==> src/rtl/pdpo_pkg.sv <==
// Shared types, constants and functions of the pitch-driven phase oscillator.
`default_nettype none
package pdpo_pkg;

	localparam int PHASE_BITS   = 24;
	localparam int PERIOD_BITS  = 23;
	localparam int OUT_BITS     = 16;
	localparam int CORDIC_STEPS = 30;
	localparam int DIV_STEPS    = 24;
	localparam int CNT_BITS     = 5;
	localparam int XY_BITS      = 33;
	localparam int Z_BITS       = 32;

	localparam logic signed [XY_BITS-1:0] CORDIC_GAIN = 33'sd652032874;

	typedef enum logic [1:0] {
		ST_OK       = 2'd0,
		ST_NEGATIVE = 2'd1,
		ST_ZERO     = 2'd2
	} status_t;

	typedef enum logic [1:0] {
		REG_UNVOICED_OUTPUT = 2'd0,
		REG_STRICT_MODE     = 2'd1,
		REG_UNVOICED_MARKER = 2'd2
	} reg_index_t;

	typedef enum logic [1:0] {
		S_IDLE  = 2'd0,
		S_START = 2'd1,
		S_CALC  = 2'd2,
		S_DONE  = 2'd3
	} state_t;

	// Request from the sequencer to the iterative engine.
	typedef struct packed {
		logic                   start;
		logic [PHASE_BITS-1:0]  phase;
		logic [PERIOD_BITS-1:0] divisor;
	} eng_req_t;

	// Results of the engine, held until the next start.
	typedef struct packed {
		logic                       done;
		logic signed [OUT_BITS-1:0] sine;
		logic signed [OUT_BITS-1:0] cosine;
		logic [PHASE_BITS-1:0]      inc;
	} eng_rsp_t;

	// Arctangent of 2^-i in units of 2^-32 turn.
	function automatic logic [Z_BITS-1:0] atan_turns(input logic [CNT_BITS-1:0] i);
		logic [Z_BITS-1:0] r;
		case (i)
			5'd0:  r = 32'h20000000;
			5'd1:  r = 32'h12E4051D;
			5'd2:  r = 32'h09FB385B;
			5'd3:  r = 32'h051111D4;
			5'd4:  r = 32'h028B0D43;
			5'd5:  r = 32'h0145D7E1;
			5'd6:  r = 32'h00A2F61E;
			5'd7:  r = 32'h00517C55;
			5'd8:  r = 32'h0028BE53;
			5'd9:  r = 32'h00145F2E;
			5'd10: r = 32'h000A2F98;
			5'd11: r = 32'h000517CC;
			5'd12: r = 32'h00028BE6;
			5'd13: r = 32'h000145F3;
			5'd14: r = 32'h0000A2F9;
			5'd15: r = 32'h0000517C;
			5'd16: r = 32'h000028BE;
			5'd17: r = 32'h0000145F;
			5'd18: r = 32'h00000A2F;
			5'd19: r = 32'h00000517;
			5'd20: r = 32'h0000028B;
			5'd21: r = 32'h00000145;
			5'd22: r = 32'h000000A2;
			5'd23: r = 32'h00000051;
			5'd24: r = 32'h00000028;
			5'd25: r = 32'h00000014;
			5'd26: r = 32'h0000000A;
			5'd27: r = 32'h00000005;
			5'd28: r = 32'h00000002;
			5'd29: r = 32'h00000001;
			default: r = '0;
		endcase
		return r;
	endfunction

	// Round half up from scale 2^30 to Q1.15 and saturate.
	function automatic logic signed [OUT_BITS-1:0] round_sat(input logic signed [XY_BITS:0] v);
		logic signed [XY_BITS+1:0] t;
		logic signed [XY_BITS+1:0] s;
		logic signed [OUT_BITS-1:0] r;
		t = {v[XY_BITS], v} + 35'sd16384;
		s = t >>> 15;
		if (s > 35'sd32767)
			r = 16'sh7FFF;
		else if (s < -35'sd32768)
			r = 16'sh8000;
		else
			r = s[OUT_BITS-1:0];
		return r;
	endfunction

endpackage
`default_nettype wire

==> src/rtl/pdpo_engine.sv <==
// Iterative engine: one CORDIC rotation step and one restoring divide step per cycle.
`default_nettype none
module pdpo_engine
	import pdpo_pkg::*;
(
	input  wire      clk,
	input  wire      arst_n,
	input  eng_req_t req,
	output eng_rsp_t rsp
);

	logic                       busy_q;
	logic                       done_q;
	logic [CNT_BITS-1:0]        cnt_q;
	logic signed [XY_BITS-1:0]  x_q;
	logic signed [XY_BITS-1:0]  y_q;
	logic signed [Z_BITS-1:0]   z_q;
	logic [1:0]                 quad_q;
	logic [PHASE_BITS-1:0]      rem_q;
	logic [PHASE_BITS-1:0]      quo_q;
	logic [PERIOD_BITS-1:0]     div_q;

	logic signed [XY_BITS-1:0]  dx;
	logic signed [XY_BITS-1:0]  dy;
	logic [Z_BITS-1:0]          at;
	logic [PHASE_BITS-1:0]      rem_sh;
	logic                       qbit;
	logic signed [XY_BITS:0]    sin_raw;
	logic signed [XY_BITS:0]    cos_raw;
	logic signed [XY_BITS:0]    xe;
	logic signed [XY_BITS:0]    ye;

	// Shared step datapath.
	always_comb begin
		dx     = y_q >>> cnt_q;
		dy     = x_q >>> cnt_q;
		at     = atan_turns(cnt_q);
		rem_sh = {rem_q[PHASE_BITS-2:0], 1'b0};
		qbit   = (rem_sh >= {1'b0, div_q});
	end

	// Control: counter runs over all rotation steps.
	always_ff @(posedge clk or negedge arst_n) begin
		if (!arst_n) begin
			busy_q <= 1'b0;
			done_q <= 1'b0;
			cnt_q  <= '0;
		end else begin
			done_q <= 1'b0;
			if (req.start) begin
				busy_q <= 1'b1;
				cnt_q  <= '0;
			end else if (busy_q) begin
				if (cnt_q == CNT_BITS'(CORDIC_STEPS - 1)) begin
					busy_q <= 1'b0;
					done_q <= 1'b1;
				end
				cnt_q <= cnt_q + 1'b1;
			end
		end
	end

	// Datapath registers.
	always_ff @(posedge clk) begin
		if (req.start) begin
			x_q    <= CORDIC_GAIN;
			y_q    <= '0;
			z_q    <= {2'b00, req.phase[PHASE_BITS-3:0], 8'h00};
			quad_q <= req.phase[PHASE_BITS-1:PHASE_BITS-2];
			rem_q  <= PHASE_BITS'(256);
			quo_q  <= '0;
			div_q  <= req.divisor;
		end else if (busy_q) begin
			if (!z_q[Z_BITS-1]) begin
				x_q <= x_q - dx;
				y_q <= y_q + dy;
				z_q <= z_q - $signed(at);
			end else begin
				x_q <= x_q + dx;
				y_q <= y_q - dy;
				z_q <= z_q + $signed(at);
			end
			if (cnt_q < CNT_BITS'(DIV_STEPS)) begin
				rem_q <= qbit ? rem_sh - {1'b0, div_q} : rem_sh;
				quo_q <= {quo_q[PHASE_BITS-2:0], qbit};
			end
		end
	end

	// Quadrant fold and output scaling.
	always_comb begin
		xe = {x_q[XY_BITS-1], x_q};
		ye = {y_q[XY_BITS-1], y_q};
		case (quad_q)
			2'd0: begin cos_raw = xe;  sin_raw = ye;  end
			2'd1: begin cos_raw = -ye; sin_raw = xe;  end
			2'd2: begin cos_raw = -xe; sin_raw = -ye; end
			default: begin cos_raw = ye; sin_raw = -xe; end
		endcase
		rsp.done   = done_q;
		rsp.sine   = round_sat(sin_raw);
		rsp.cosine = round_sat(cos_raw);
		rsp.inc    = (div_q <= PERIOD_BITS'(256)) ? {PHASE_BITS{1'b1}} : quo_q;
	end

endmodule
`default_nettype wire

==> src/rtl/pitch_driven_phase_oscillator_top.sv <==
// Top level of the pitch-driven phase oscillator.
//
// Input stream s_*: one word per sample, tdata holds the signed Q15.8 pitch
// period. Output stream m_*: one word per input word with sine, cosine,
// sawtooth, the period used and a status code. Configuration channel cfg_*:
// register index 0 unvoiced output, 1 strict mode, 2 unvoiced marker; it is
// always ready and should be written only while the block is idle.
// Each word goes from acceptance through the start state, which starts the
// engine, and 30 CORDIC steps in the shared rotation unit, with the 24-step
// divider for the phase increment running alongside, then through the done
// state, which commits it to the output register. The block takes one word
// at a time; it accepts the next word only after the last one is committed.
// The output register holds a finished word while the receiver stalls; the
// next word may be accepted meanwhile, but its result waits until the
// register is free. Reset clears the phase, the held period, the extension
// flag, the configuration registers and the output valid flag.
`default_nettype none
module pitch_driven_phase_oscillator_top
	import pdpo_pkg::*;
(
	input  wire         clk,
	input  wire         arst_n,
	input  wire         s_tvalid,
	output logic        s_tready,
	input  wire  [23:0] s_tdata,   // [23:0] pitch_period
	output logic        m_tvalid,
	input  wire         m_tready,
	output logic [79:0] m_tdata,   // [15:0] sine, [31:16] cosine, [47:32] sawtooth,
	                               // [70:48] pitch_used, [72:71] status, rest zero
	input  wire         cfg_valid,
	output logic        cfg_ready,
	input  wire  [1:0]  cfg_index,
	input  wire  [22:0] cfg_data
);

	state_t state_q, state_d;

	logic [15:0]            unv_out_q;
	logic                   strict_q;
	logic [PERIOD_BITS-1:0] marker_q;
	logic [PHASE_BITS-1:0]  phase_q;
	logic [PERIOD_BITS-1:0] held_q;
	logic                   extending_q;
	logic [23:0]            period_q;
	logic                   out_valid_q;
	logic [79:0]            out_data_q;

	eng_req_t req;
	eng_rsp_t rsp;

	logic                   unv;
	logic                   ext_sub;
	logic [PERIOD_BITS-1:0] p_used;
	logic                   commit;
	logic [PHASE_BITS:0]    sum;
	logic [79:0]            word_d;
	logic [PHASE_BITS-1:0]  phase_d;
	logic [PERIOD_BITS-1:0] held_d;
	logic                   extending_d;
	status_t                status;
	logic [15:0]            saw;

	pdpo_engine u_engine (
		.clk    (clk),
		.arst_n (arst_n),
		.req    (req),
		.rsp    (rsp)
	);

	// Period decode with extension of the last voiced period.
	always_comb begin
		unv     = (period_q[PERIOD_BITS-1:0] == marker_q);
		ext_sub = !strict_q && unv && extending_q;
		p_used  = ext_sub ? held_q : period_q[PERIOD_BITS-1:0];
		sum     = {1'b0, phase_q} + {1'b0, rsp.inc};
		saw     = {~phase_q[PHASE_BITS-1], phase_q[PHASE_BITS-2:PHASE_BITS-16]};
	end

	// Result word and state update.
	always_comb begin
		word_d      = '0;
		phase_d     = phase_q;
		held_d      = held_q;
		extending_d = extending_q;
		status      = ST_OK;
		if (period_q[23]) begin
			status = ST_NEGATIVE;
		end else if (p_used == marker_q) begin
			word_d[15:0]  = unv_out_q;
			word_d[31:16] = unv_out_q;
			word_d[47:32] = unv_out_q;
			word_d[70:48] = p_used;
			phase_d       = '0;
		end else if (p_used == '0) begin
			status = ST_ZERO;
		end else begin
			word_d[15:0]  = rsp.sine;
			word_d[31:16] = rsp.cosine;
			word_d[47:32] = saw;
			word_d[70:48] = p_used;
			phase_d       = sum[PHASE_BITS-1:0];
			if (!strict_q) begin
				held_d      = p_used;
				extending_d = 1'b1;
				if (unv && ((phase_q <= PHASE_BITS'(1 << (PHASE_BITS - 1))
				            && sum >= (PHASE_BITS + 1)'(1 << (PHASE_BITS - 1)))
				           || sum[PHASE_BITS]))
					extending_d = 1'b0;
			end
		end
		word_d[72:71] = status;
	end

	// Sequencer next state.
	always_comb begin
		state_d     = state_q;
		s_tready    = 1'b0;
		commit      = 1'b0;
		req.start   = 1'b0;
		req.phase   = phase_q;
		req.divisor = p_used;
		case (state_q)
			S_IDLE: begin
				s_tready = 1'b1;
				if (s_tvalid)
					state_d = S_START;
			end
			S_START: begin
				req.start = 1'b1;
				state_d   = S_CALC;
			end
			S_CALC: begin
				if (rsp.done)
					state_d = S_DONE;
			end
			S_DONE: begin
				if (!out_valid_q || m_tready) begin
					commit  = 1'b1;
					state_d = S_IDLE;
				end
			end
			default: state_d = S_IDLE;
		endcase
	end

	// Control and state registers.
	always_ff @(posedge clk or negedge arst_n) begin
		if (!arst_n) begin
			state_q     <= S_IDLE;
			unv_out_q   <= '0;
			strict_q    <= 1'b0;
			marker_q    <= '0;
			phase_q     <= '0;
			held_q      <= '0;
			extending_q <= 1'b0;
			out_valid_q <= 1'b0;
		end else begin
			state_q <= state_d;
			if (cfg_valid) begin
				case (cfg_index)
					REG_UNVOICED_OUTPUT: unv_out_q <= cfg_data[15:0];
					REG_STRICT_MODE:     strict_q  <= cfg_data[0];
					REG_UNVOICED_MARKER: marker_q  <= cfg_data;
					default: ;
				endcase
			end
			if (commit) begin
				phase_q     <= phase_d;
				held_q      <= held_d;
				extending_q <= extending_d;
				out_valid_q <= 1'b1;
			end else if (m_tready) begin
				out_valid_q <= 1'b0;
			end
		end
	end

	// Payload registers.
	always_ff @(posedge clk) begin
		if (s_tvalid && s_tready)
			period_q <= s_tdata;
		if (commit)
			out_data_q <= word_d;
	end

	assign cfg_ready = 1'b1;
	assign m_tvalid  = out_valid_q;
	assign m_tdata   = out_data_q;

endmodule
`default_nettype wire

==> config.mk <==
export PLATFORM = sky130hd
export DESIGN_NAME = pitch_driven_phase_oscillator_top
export DESIGN_NICKNAME = d
export VERILOG_FILES = /design/src/rtl/pdpo_pkg.sv /design/src/rtl/pdpo_engine.sv /design/src/rtl/pitch_driven_phase_oscillator_top.sv
export SDC_FILE = /design/constraint.sdc
export NUM_CORES = 1
export LEC_CHECK = 0
export ABC_AREA = 0
export BUFFER_PORTS_ARGS = -buffer_cell sky130_fd_sc_hd__buf_4
export CORE_MARGIN = 2
export CORE_UTILIZATION = 42
export CTS_CLUSTER_DIAMETER = 120
export CTS_CLUSTER_SIZE = 10
export DETAILED_ROUTE_END_ITERATION = 7
export GPL_ROUTABILITY_DRIVEN = 1
export GPL_TIMING_DRIVEN = 0
export PLACE_DENSITY_LB_ADDON = 0.12
export SLEW_MARGIN = 20
export SYNTH_ARGS = -nofsm -noshare
export SYNTH_HDL_FRONTEND = slang
export SYNTH_HIERARCHICAL = 1
export SYNTH_SLANG_ARGS = --single-unit
==> constraint.sdc <==
create_clock -name clk -period 16.1 [get_ports clk]
set_input_delay 1.61 -clock clk [delete_from_list [all_inputs] [get_ports clk]]
set_output_delay 1.61 -clock clk [all_outputs]
set_load 0.01 [all_outputs]
==> impl_metrics.toml <==
[sta]
fin_crit_sh_pct = 61.4
max_slew_margin_pct = 16.6
min_period_ns = 9.89
setup_viol = 0
max_freq_ghz = 0.101
drv_slew = 0
skew_ns = 0.0454
grt_setup_unrepaired = "false"
tns_ns = 0
hold_violations = 0
worstMarginPinSlew_ns = 1.25

[grt]
antenna_found_initial = 1
grt_pass1_wl_mm = 201
grt_pass1_vias = 29000
grt_util_all_layers_pct = 34.4
gr-total-overflow = 0
grt_max_degree = 99

[synthesis]
synthesis.area_sq_um = 32500
synth_cell_types = 122
syn_avg_cell_area_sq_um = 8.86
async_reset_ff_share_pct = 26.8
syn_inst = 3671
yosys-top-cells-area = "edfxtp_1 (13%), dfxtp_1 (7.6%), dfrtp_1 (7.5%)"
netlist.area_leader.share_pct = 13.3
synth_edf_count = 144
yosysSeqAreaShare_pct = 28.4
yosysTopAreaCell = "edfxtp_1"
yosys_warnings = 6
synth-seq-cells = 365
synthFlopType = "edfxtp_1"

[clock_tree]
cts_setup_buffers = 0
h-tree-depth = 2
clock-sinks = 365
ctsHoldBuffers = 0
cts_root_buf = "clkbuf_16"
ctsResizeCount = 0
clk_pin_slew_ns = 0.06
cts_tree = "yes"
clockBufferDepth = 3
clk_latency_ns = 0.62
cts_buffers = 43

[setup_path]
crit_arrival_ns = 10.41
start_kind = "flop"
critical_path_class = "flop to flop"
cp_slowest_cell = "clkbuf_1"
end_kind = "flop"
critPathMostFrequentCell = "clkbuf_1"
worstPathRequired_ns = 16.62
cp_slowest_stage_delay_ns = 0.82
cp_max_fo = 10
crit_buf_inv = 6
crit_family = "buffers and inverters"

[die]
core.rowCount = 102
die_area_sq_um = 79700
die_y_um = 282
fp.dieW_um = 282
core_area_sq_um = 77100
pin_count = 137
initial_core_util_pct = 42.2

[layout]
fin_cells = 4926
nets = 4070
area_growth_syn_to_layout_pct = 11.1
diodes = 0
drive_gt1_share_pct = 15.2

[job]
maxCapViolCount = 0

[routing]
wl_mm = 140
drc = 0
postRouteAntennaNets = 0
dr.pass1.iters = 8
vias = 30900
wl_per_cell_um = 28.4
drt-vias-per-instance = 6.28
drt_first_iter_violations = 3364

[place]
dp_cells = 4848
routabilityCongestion = 1.11
hpwl_mm = 109
port-buffer-count = 128

[run_status]
outcome = "finished, final reports clean"

[worst_hold_path]
hold_class = "flop to flop"
placed cells by master (no fill, tap or decap), types with 104 or more instances in the layout:
master,n
o21ai_0,179
xnor2_1,165
mux2i_1,132
inv_1,104
nand2_1,329
nand3_1,114
buf_4,147
clkbuf_1,160
nor2_1,269
ha_1,157
xor2_1,145
a21oi_1,301
dfxtp_1,123
edfxtp_1,144
Yosys cell counts (14+ instances only):
cell       number
mux4_2         83
clkbuf_1      133
o31ai_1        35
o2bb2ai_1      19
dfrtp_1        98
buf_6          19
ha_1          158
a31oi_1        45
nor3_1         59
nor2_1        270
nand4_1        25
edfxtp_1      144
a211oi_1       42
buf_4          20
o211ai_1       23
xnor2_1       165
buf_2          52
a21o_1         65
mux2_1         21
nor2b_1        56
inv_1         105
nand3_1       114
dfxtp_1       123
o21ai_1        23
or3_1          26
nand2_1       329
o21a_1         35
and2_1         29
o21ai_0       179
o22ai_1        22
buf_1          25
o21bai_1       14
mux2i_1       132
nor4_1         38
a21oi_1       301
xor2_1        145
nand2b_1       42
mux2_2         98
and3_1         21
or2_2          48
per-stage QoR:
step | utilization (%) | worst slack (ns) | hold WS [ns] | area [sq um]
final | 46.9 | 6.21 | 0.460 | 36100
after CTS | 46.9 | 6.73 | 0.458 | 36100
after floorplan | - | 10.01 | 0.424 | 32500
after global routing | 46.9 | 6.00 | 0.471 | 36100
after detailed placement | 45.2 | 6.75 | 0.451 | 34900
after global placement | 45.2 | 6.69 | 0.444 | 34800
cells by family (layout without fill, tap and decap cells):
logic type / Yosys count / after routing / share of synthesized area [%]
and+or+nand+nor: 1144 / 1144 / 17.7
buffers and inverters: 358 / 567 / 5.00
AOI/OAI and AO/OA: 991 / 991 / 20.0
DFF: 365 / 365 / 28.4
other: 2 / 8 / 0.0231
muxes: 338 / 338 / 14.1
xor gates and xnor gates: 310 / 310 / 8.35
adders and majority gates: 163 / 163 / 6.39
flip-flops by register name, indices dropped and copies added (netlist names), 24 cells and up:
name            count
m_tdata            73
period_q           24
phase_q            24
u_engine/quo_q     24
u_engine/x_q       33
u_engine/y_q       33
u_engine/z_q       32
worst register-to-register path: stages, from the launching register on:
cell and delay [ns]:
dfrtp_1 0.33, clkbuf_1 0.38, clkbuf_1 0.50, clkbuf_1 0.74, clkbuf_1 0.70, clkbuf_1 0.83
clkbuf_1 0.77, nor2_1 0.12, nor2_1 0.25, ha_1 0.23, nor4b_1 0.46, nand4_2 0.31
nor2_1 0.28, nor2_1 0.08, xnor2_1 0.35, ha_1 0.35, a21oi_1 0.47, a21boi_0 0.19
o21a_1 0.20, o22a_1 0.24, o221a_2 0.32, o311ai_0 0.56, a31oi_1 0.28, o21ai_0 0.35
xnor2_1 0.18, a211oi_1 0.10, a31o_1 0.21
layer usage:
layer | GRT usage (%) | vias to the layer above | part of all wire [%]
met2 | 52.9 | 1581 | 43
met5 | 0 | - | 0
met4 | 17.0 | 0 | 5.9
li1 | - | 14000 | -
met3 | 6.24 | 370 | 8.2
met1 | 46.6 | 15000 | 43
layout make-up:
| cell class | instances | area [sq um] |
|---|---|---|
| multi-input combinational | 2954 | 21700 |
| tap | 1040 | 1300 |
| clock inverter | 5 | 72.6 |
| sequential | 365 | 9240 |
| clock buffer | 73 | 1190 |
| buffer | 249 | 1230 |
| timing repair buffer | 131 | 1020 |
| fill | 7702 | 40900 |
| inverter | 109 | 409 |
worst paths after layout:
check | from | endpoint | slack, ns | cells after the start
setup / recovery | u_engine/cnt_q[4] | u_engine/x_q[32] | 6.21 | 26
hold / removal | u_engine/quo_q[23] | u_engine/quo_q[23] | 0.46 | 2
setup reg to reg | u_engine/cnt_q[4] | u_engine/x_q[32] | 6.21 | 26
hold reg to reg | u_engine/quo_q[23] | u_engine/quo_q[23] | 0.46 | 2
max in group asynchronous | arst_n | unv_out_q[15] | 14.28 | 1
min in group asynchronous | arst_n | marker_q[16] | 1.15 | 1
Power is not shown: default switching activity piles up to over one toggle a cycle in this logic, so the estimate is an artifact.
